`config.mk`:
```
export PLATFORM = sky130hd
export DESIGN_NAME = caller_id_frame_to_usb_packets_top
export DESIGN_NICKNAME = d
export VERILOG_FILES = /design/src/rtl/cid_pkg.sv /design/src/rtl/cid_front.sv /design/src/rtl/cid_queue.sv /design/src/rtl/cid_back.sv /design/src/rtl/caller_id_frame_to_usb_packets_top.sv
export SDC_FILE = /design/constraint.sdc
export NUM_CORES = 1
export LEC_CHECK = 0
export BUFFER_PORTS_ARGS = -buffer_cell sky130_fd_sc_hd__buf_2
export CORE_UTILIZATION = 40
export CTS_CLUSTER_DIAMETER = 40
export CTS_CLUSTER_SIZE = 8
export DETAILED_ROUTE_END_ITERATION = 10
export GPL_TIMING_DRIVEN = 0
export PLACE_DENSITY = 0.55
export RECOVER_POWER = 100
export SYNTH_ARGS = -nofsm -noshare
export SYNTH_HDL_FRONTEND = slang
export SYNTH_SLANG_ARGS = --single-unit
```
`constraint.sdc`:
```
create_clock -name clk -period 11.7 [get_ports clk]
set_input_delay 0.585 -clock clk [delete_from_list [all_inputs] [get_ports clk]]
set_output_delay 0.585 -clock clk [all_outputs]
set_load 0.02 [all_outputs]
```
`src/rtl/cid_pkg.sv`:
```
// Shared types and constants for the caller-ID frame to USB packet converter.
// Used by the front parser, the burst queue, the burst sequencer and the top level.
`timescale 1ns / 1ps
`default_nettype none

package cid_pkg;

  localparam int STORE_DEPTH   = 11;
  localparam int STORE_IDX_W   = $clog2(STORE_DEPTH);
  localparam int BURST_LEN     = 20;
  localparam int PKT_SPLIT     = 10;
  localparam int POS_W         = $clog2(BURST_LEN);
  localparam int QUEUE_DEPTH   = 2;

  localparam logic [7:0] SYNC_RESET = 8'h80;
  localparam logic [7:0] TYPE_RESET = 8'h02;
  localparam logic [7:0] CMD_RESET  = 8'd42;
  localparam logic [7:0] PKT_LEN    = 8'd8;
  localparam logic [7:0] MARK_BYTE  = 8'hAA;
  localparam logic [7:0] TAG_BYTE   = 8'h01;

  // Configuration register indexes
  typedef enum logic [1:0] {
    REG_SYNC = 2'd0,
    REG_TYPE = 2'd1,
    REG_CMD  = 2'd2
  } reg_idx_t;

  // Snapshot of the digit store handed from front to back
  typedef logic [STORE_DEPTH-1:0][7:0] store_t;

  // Front to queue push request
  typedef struct packed {
    logic   push;
    store_t snap;
  } push_req_t;

endpackage

`default_nettype wire

```
`src/rtl/cid_front.sv`:
```
// Frame parser: sync/type/length detection, countdown and the 11-byte digit store.
// Depends on cid_pkg; pushes a store snapshot when a frame's countdown ends.
`timescale 1ns / 1ps
`default_nettype none

module cid_front (
  input  wire logic               clk,
  input  wire logic               rst,
  input  wire logic               accept,
  input  wire logic [7:0]         rx_byte,
  input  wire logic [7:0]         sync_byte,
  input  wire logic [7:0]         type_byte,
  output cid_pkg::push_req_t      req
);
  import cid_pkg::*;

  typedef enum logic [3:0] {
    WAIT_SYNC = 4'b0001,
    WAIT_TYPE = 4'b0010,
    WAIT_LEN  = 4'b0100,
    DATA      = 4'b1000
  } phase_t;

  phase_t     phase, phase_next;
  logic [7:0] remaining, remaining_next;
  store_t     store, store_next;
  logic [7:0] rem_m1;
  logic       push;

  assign rem_m1 = remaining - 8'd1;

  always_comb begin
    phase_next     = phase;
    remaining_next = remaining;
    store_next     = store;
    push           = 1'b0;
    if (accept) begin
      if (rx_byte == sync_byte) begin
        phase_next = WAIT_TYPE;
      end else begin
        unique case (phase)
          WAIT_SYNC: ;
          WAIT_TYPE: begin
            if (rx_byte == type_byte) phase_next = WAIT_LEN;
          end
          WAIT_LEN: begin
            remaining_next = rx_byte;
            phase_next     = DATA;
          end
          DATA: begin
            // indices above the store are dropped
            if (remaining != 8'd0 && remaining <= 8'(STORE_DEPTH))
              store_next[rem_m1[STORE_IDX_W-1:0]] = rx_byte;
            remaining_next = rem_m1;
            if (rem_m1 == 8'd0) begin
              phase_next = WAIT_SYNC;
              push       = 1'b1;
            end
          end
          default: phase_next = WAIT_SYNC;
        endcase
      end
    end
  end

  always_ff @(posedge clk) begin
    if (rst) begin
      phase     <= WAIT_SYNC;
      remaining <= 8'd0;
      store     <= '0;
    end else begin
      phase     <= phase_next;
      remaining <= remaining_next;
      store     <= store_next;
    end
  end

  assign req.push = push;
  assign req.snap = store_next;

endmodule

`default_nettype wire

```
`src/rtl/cid_queue.sv`:
```
// Short queue of store snapshots between the frame parser and the burst sequencer.
// Depends on cid_pkg for the snapshot type.
`timescale 1ns / 1ps
`default_nettype none

module cid_queue #(
  parameter int DEPTH = cid_pkg::QUEUE_DEPTH
) (
  input  wire logic               clk,
  input  wire logic               rst,
  input  wire cid_pkg::push_req_t req,
  input  wire logic               pop,
  output logic                    full,
  output logic                    not_empty,
  output cid_pkg::store_t         head
);
  import cid_pkg::*;

  localparam int PTR_W = (DEPTH > 1) ? $clog2(DEPTH) : 1;
  localparam int CNT_W = $clog2(DEPTH + 1);
  localparam logic [PTR_W-1:0] LAST_PTR = PTR_W'(DEPTH - 1);
  localparam logic [CNT_W-1:0] FULL_CNT = CNT_W'(DEPTH);

  store_t           slots [DEPTH];
  logic [PTR_W-1:0] wr_ptr, rd_ptr;
  logic [CNT_W-1:0] count;
  logic             do_push, do_pop;

  assign full      = (count == FULL_CNT);
  assign not_empty = (count != '0);
  assign do_push   = req.push && !full;
  assign do_pop    = pop && not_empty;
  assign head      = slots[rd_ptr];

  always_ff @(posedge clk) begin
    if (do_push) slots[wr_ptr] <= req.snap;
  end

  always_ff @(posedge clk) begin
    if (rst) begin
      wr_ptr <= '0;
      rd_ptr <= '0;
      count  <= '0;
    end else begin
      if (do_push) wr_ptr <= (wr_ptr == LAST_PTR) ? '0 : wr_ptr + PTR_W'(1);
      if (do_pop)  rd_ptr <= (rd_ptr == LAST_PTR) ? '0 : rd_ptr + PTR_W'(1);
      unique case ({do_push, do_pop})
        2'b10:   count <= count + CNT_W'(1);
        2'b01:   count <= count - CNT_W'(1);
        default: count <= count;
      endcase
    end
  end

endmodule

`default_nettype wire

```
`src/rtl/cid_back.sv`:
```
// Burst sequencer: walks the twenty-byte two-packet burst into an output register.
// Depends on cid_pkg; takes one snapshot from the queue per burst.
`timescale 1ns / 1ps
`default_nettype none

module cid_back (
  input  wire logic               clk,
  input  wire logic               rst,
  input  wire logic               q_valid,
  input  wire cid_pkg::store_t    q_head,
  output logic                    q_pop,
  input  wire logic [7:0]         usb_write_cmd,
  output logic                    out_valid,
  input  wire logic               out_stall,
  output logic                    is_command,
  output logic [7:0]              out_byte,
  output logic                    last_of_run
);
  import cid_pkg::*;

  localparam logic [POS_W-1:0] POS_LAST  = POS_W'(BURST_LEN - 1);
  localparam logic [POS_W-1:0] POS_SPLIT = POS_W'(PKT_SPLIT);
  // first data byte of each packet sits after cmd, len, mark, tag
  localparam logic [POS_W-1:0] POS_HDR   = POS_W'(4);
  // store index = base - position within the burst
  localparam logic [POS_W-1:0] BASE_A    = POS_W'(STORE_DEPTH + 3);
  localparam logic [POS_W-1:0] BASE_B    = POS_W'(BURST_LEN - 2);

  store_t           burst;
  logic             active;
  logic [POS_W-1:0] pos;
  logic [POS_W-1:0] rel;
  logic [POS_W-1:0] sidx;
  logic             sel_cmd;
  logic [7:0]       sel_byte;
  logic             advance;

  assign advance = !out_valid || !out_stall;
  assign q_pop   = !active && q_valid;

  always_comb begin
    rel      = (pos >= POS_SPLIT) ? pos - POS_SPLIT : pos;
    sidx     = (pos >= POS_SPLIT) ? BASE_B - pos : BASE_A - pos;
    sel_cmd  = 1'b0;
    sel_byte = 8'd0;
    priority if (pos == POS_LAST) begin
      sel_byte = MARK_BYTE;
    end else if (rel == POS_W'(0)) begin
      sel_cmd  = 1'b1;
      sel_byte = usb_write_cmd;
    end else if (rel == POS_W'(1)) begin
      sel_byte = PKT_LEN;
    end else if (rel == POS_W'(2)) begin
      sel_byte = MARK_BYTE;
    end else if (rel == POS_W'(3)) begin
      sel_byte = TAG_BYTE;
    end else if (rel >= POS_HDR) begin
      sel_byte = burst[sidx[STORE_IDX_W-1:0]];
    end
  end

  always_ff @(posedge clk) begin
    if (q_pop) burst <= q_head;
    if (advance && active) begin
      is_command  <= sel_cmd;
      out_byte    <= sel_byte;
      last_of_run <= (pos == POS_LAST);
    end
  end

  always_ff @(posedge clk) begin
    if (rst) begin
      active    <= 1'b0;
      pos       <= '0;
      out_valid <= 1'b0;
    end else begin
      if (q_pop) begin
        active <= 1'b1;
        pos    <= '0;
      end else if (advance && active) begin
        pos <= pos + POS_W'(1);
        if (pos == POS_LAST) active <= 1'b0;
      end
      if (advance) out_valid <= active;
    end
  end

endmodule

`default_nettype wire

```
`src/rtl/caller_id_frame_to_usb_packets_top.sv`:
```
// Top level of the caller-ID frame to USB packet converter.
// Depends on cid_pkg, cid_front, cid_queue and cid_back.
//
//  channel  | handshake              | payload
//  ---------+------------------------+----------------------------------
//  input    | in_valid / in_stall    | rx_byte
//  output   | out_valid / out_stall  | is_command, out_byte, last_of_run
//  config   | cfg_valid / cfg_ready  | cfg_index, cfg_data
//
// The parser never waits on the burst to accept a received byte unless the
// snapshot queue is full. A completed frame produces twenty bytes, one per
// cycle while out_stall is low, from the sequencer's output register, after the
// snapshot is pulled from the queue. Reset is synchronous and clears the phase,
// countdown, digit store, queue and output valid. Output stall holds the byte.
`timescale 1ns / 1ps
`default_nettype none

module caller_id_frame_to_usb_packets_top #(
  parameter int QDEPTH = cid_pkg::QUEUE_DEPTH
) (
  input  wire logic       clk,
  input  wire logic       rst,
  input  wire logic       in_valid,
  output logic            in_stall,
  input  wire logic [7:0] rx_byte,
  output logic            out_valid,
  input  wire logic       out_stall,
  output logic            is_command,
  output logic [7:0]      out_byte,
  output logic            last_of_run,
  input  wire logic       cfg_valid,
  output logic            cfg_ready,
  input  wire logic [1:0] cfg_index,
  input  wire logic [7:0] cfg_data
);
  import cid_pkg::*;

  logic       [7:0] sync_byte, type_byte, usb_write_cmd;
  push_req_t        req;
  store_t           q_head;
  logic             q_full, q_valid, q_pop;
  logic             in_accept;

  assign cfg_ready = 1'b1;
  assign in_stall  = q_full;
  assign in_accept = in_valid && !in_stall;

  always_ff @(posedge clk) begin
    if (rst) begin
      sync_byte     <= SYNC_RESET;
      type_byte     <= TYPE_RESET;
      usb_write_cmd <= CMD_RESET;
    end else if (cfg_valid && cfg_ready) begin
      unique case (reg_idx_t'(cfg_index))
        REG_SYNC: sync_byte     <= cfg_data;
        REG_TYPE: type_byte     <= cfg_data;
        REG_CMD:  usb_write_cmd <= cfg_data;
        default:  ;
      endcase
    end
  end

  cid_front u_front (
    .clk       (clk),
    .rst       (rst),
    .accept    (in_accept),
    .rx_byte   (rx_byte),
    .sync_byte (sync_byte),
    .type_byte (type_byte),
    .req       (req)
  );

  cid_queue #(
    .DEPTH (QDEPTH)
  ) u_queue (
    .clk       (clk),
    .rst       (rst),
    .req       (req),
    .pop       (q_pop),
    .full      (q_full),
    .not_empty (q_valid),
    .head      (q_head)
  );

  cid_back u_back (
    .clk           (clk),
    .rst           (rst),
    .q_valid       (q_valid),
    .q_head        (q_head),
    .q_pop         (q_pop),
    .usb_write_cmd (usb_write_cmd),
    .out_valid     (out_valid),
    .out_stall     (out_stall),
    .is_command    (is_command),
    .out_byte      (out_byte),
    .last_of_run   (last_of_run)
  );

endmodule

`default_nettype wire

```
==> metrics.md <==
| Metric | Value |
|---|---|
| Status | finished, violations left |
| Violated checks | capacitance limit, slew limit |
| Period minus WS final | 7110 ps |
| Wire per inst | 21.5 um |
| Hold depth | 3 |
| M2 GR Usage | 31.2% |
| Setup slack after layout | 4590 ps |
| H-Tree Level Count | 3 |
| MaxCap Viol Count | 9 |
| Vias in the first global route | 9,475 |
| IO Count | 36 |
| GR Util met1 | 25.7% |
| Hold_sp | out_stall |
| Fin crit share | 60.8% |
| Final non-filler cell total | 1,789 |
| Footprint of the multi-input gates | 5050 um^2 |
| GR peak layer | met2 |
| Register area | 10,900 um^2 |
| Grt total ovfl | 0 |
| HP Class | in -> reg |
| Die height | 204 um |
| I/O Buffers | 33 |
| CTS tree | yes |
| Antenna Nets Post-Route | 0 |
| Top_reg_cell synth | edfxtp_1 |
| Cts-stage hold buffer count | 0 |
| Synth top area share | 50.3% |
| Final Hold Viols | 0 |
| Layout cells sized above 1 | 16.7% |
| Worst reg2reg path endpoint | u_queue.slots[0][29] |
| CP Data Required Time | 11,950 ps |
| PostCTS Resize Cnt | 0 |
| Dpl hpwl | 25,500 um |
| Die area | 41,700 um^2 |
| Clock Sinks | 409 |
| Arr. time, crit path | 7360 ps |
| Post-CTS Repair Setup Buffers | 0 |
| Chip width | 204 um |
| Maximum buffer depth of the clock tree | 3 |
| EDFF count, synth | 274 |
| Number of synthesized register bits | 409 |
| Syn avg cell area | 14.8 um^2 |
| Pre-CTS setup slack | 7790 ps |
| Slew Limit Fails | 170 |
| Clock-pin slew on the worst setup and hold paths | 50 ps |
| Unrepaired setup endpoints after global routing | no |
| Netlist Area Pre-Place | 16,400 um^2 |
| First-pass GRT wire length | 58,800 um |
| Achievable Freq | 141 MHz |
| Pwr/cell area | 182 nW/um^2 |
| Syn Inst Count | 1,102 |
| Router iterations before antenna repair | 5 |
| Final setup vio count | 0 |
| Synth unique cells | 55 |
| Worst setup EP type | register |
| Routed vias/inst | 5.14 |
| Fillers | 3,543 |
| Pleak | 7.27 nW |
| Yosys warns | 0 |
| R2R depth | 9 |
| NumNets Final | 1,248 |
| CTS root buf | clkbuf_16 |
| Setup TNS | 0 ps |
| 1st-iter DRT viols | 673 |
| WHS Endpoint | u_back.out_valid |
| Commonest cells post-synth | 274 x edfxtp_1, 177 x mux2_2, 135 x dfxtp_1 |
| CP Launch Type | register |
| Post-synth top area cell | edfxtp_1 |
| Reg-to-reg startpoint | u_front.phase[3] |
| Slew @ Worst Pin | 2770 ps |
| All-Layer GR Usage | 19.4% |
| DR vias | 9,202 |
| DRC | 0 |
| Syn nets | 1,135 |
| Ys async rst share | 0% |
| Slew headroom | -86.7% |
| Initial cell density of the core | 40.9% |
| Antenna violations before repair | 1 |
| Layout area overhead | 17.7% |
| Crit Path Category | reg -> reg |
| Max VDD drop | 104 uV |
| TritonCTS Buffers | 67 |
| Largest net degree at the start of global routing | 47 |
| Core area | 40,000 um^2 |
| Crit Path Max Fanout | 23 |
| Worst clock skew | 14.8 ps |
| Placed Cells | 1,671 |
| Met3 usage | 4.21% |
| Post-Route WL | 38,500 um |
| Worst-Skew Late Latency | 560 ps |
| Post-synthesis sequential area ratio | 66.8% |
| GPL Wtd Cong | 0.840 |
| FF-to-FF setup slack | 4590 ps |
| Largest cells by area after synthesis | edfxtp_1 50%, dfxtp_1 17%, mux2_2 12% |
| Count leader, synth | edfxtp_1 |
| Row count | 73 |
[stage by stage]
step                      area (um^2)  power [mW]  utilization, %  hold slack (ps)
final                           19300        3.50            48.1              292
after global routing            19300        3.62            48.1              301
after CTS                       19600        3.54            49.0              268
after detailed placement        17500        1.68            43.7              476
after global placement          17200        1.68            42.9              474
after floorplan                 16400        1.63               -              429
[power by group]
group	internal, mW	total (mW)	leakage [nW]	switching [mW]
Combinational	0.0276	0.0931	2.34	0.0654
Sequential	1.55	1.56	3.90	0.00818
Clock	1.22	1.85	1.03	0.632
Total	2.80	3.50	7.27	0.706
[logic make-up after synthesis]
logic type	synth area share (%)
compound gates	3.68
buf+inv	1.64
fa+ha+maj	0.765
mux	16.0
flops	66.8
other cells	0.0229
xor+xnor	1.71
simple gates	9.31
[metal layers]
layer	part of all wire [%]	up-vias
li1	-	4303
met5	0	-
met3	5.5	75
met1	44	4600
met2	48	224
met4	2.5	0
[cells in the final DEF, fill, tap and decap left out, types with 7 or more instances in the layout]
master / count
nor3_1: 7
inv_1: 12
buf_2: 22
o21ai_0: 15
a211oi_1: 7
mux2_1: 98
mux2i_1: 27
xnor2_1: 9
mux2_2: 79
nor2b_1: 77
nor2_1: 65
mux4_2: 16
nand2_1: 50
ha_1: 10
nand3_1: 12
dfxtp_1: 135
edfxtp_1: 274
a21oi_1: 33
nand2b_1: 7
clkbuf_1: 103
a211o_1: 9
xor2_1: 23
clkbuf_16: 73
nor4_1: 11
and2b_1: 16
[state kept, by name, indices dropped and copies added (netlist names), 2 cells and up]
register and flops:
sync_byte 8, type_byte 8, u_back.burst 88, u_back.out_byte 8, u_back.pos 5, u_front.phase 4, u_front.remaining 8, u_front.store 88
u_queue.count 2, u_queue.slots 176, usb_write_cmd 8
[worst max-delay path by stage]
stage | from | endpoint | depth (start not counted)
6_report | u_front.phase[3] | u_queue.slots[0][29] | 9
4_1_cts | u_back.pos[0] | u_back.out_byte[3] | 10
3_3_place_gp | u_front.phase[2] | u_queue.slots[0][62] | 6
3_5_place_dp | u_back.pos[0] | u_back.out_byte[3] | 10
2_1_floorplan | u_front.remaining[0] | u_queue.slots[0][0] | 6
5_1_grt | u_front.phase[3] | u_queue.slots[1][48] | 9
[critical path, stage by stage (launching register included)]
cell,delay (ps)
dfxtp_1,300
clkbuf_1,270
nor4b_1,1330
nand3_1,640
a21oi_1,600
nand2_1,230
nor2_1,1120
clkbuf_1,890
clkbuf_1,1080
buf_12,300
[area by class of cell]
cell class | instances | area share [%]
multi-input combinational | 624 | 26.2
clock inverter | 11 | 0.708
antenna | 1 | 0.0130
sequential | 409 | 56.8
timing repair buffer | 44 | 1.16
tap | 525 | 3.41
clock buffer | 106 | 10.3
inverter | 13 | 0.260
buffer | 56 | 1.12
No activity file was read; power rests on OpenSTA's default activity.
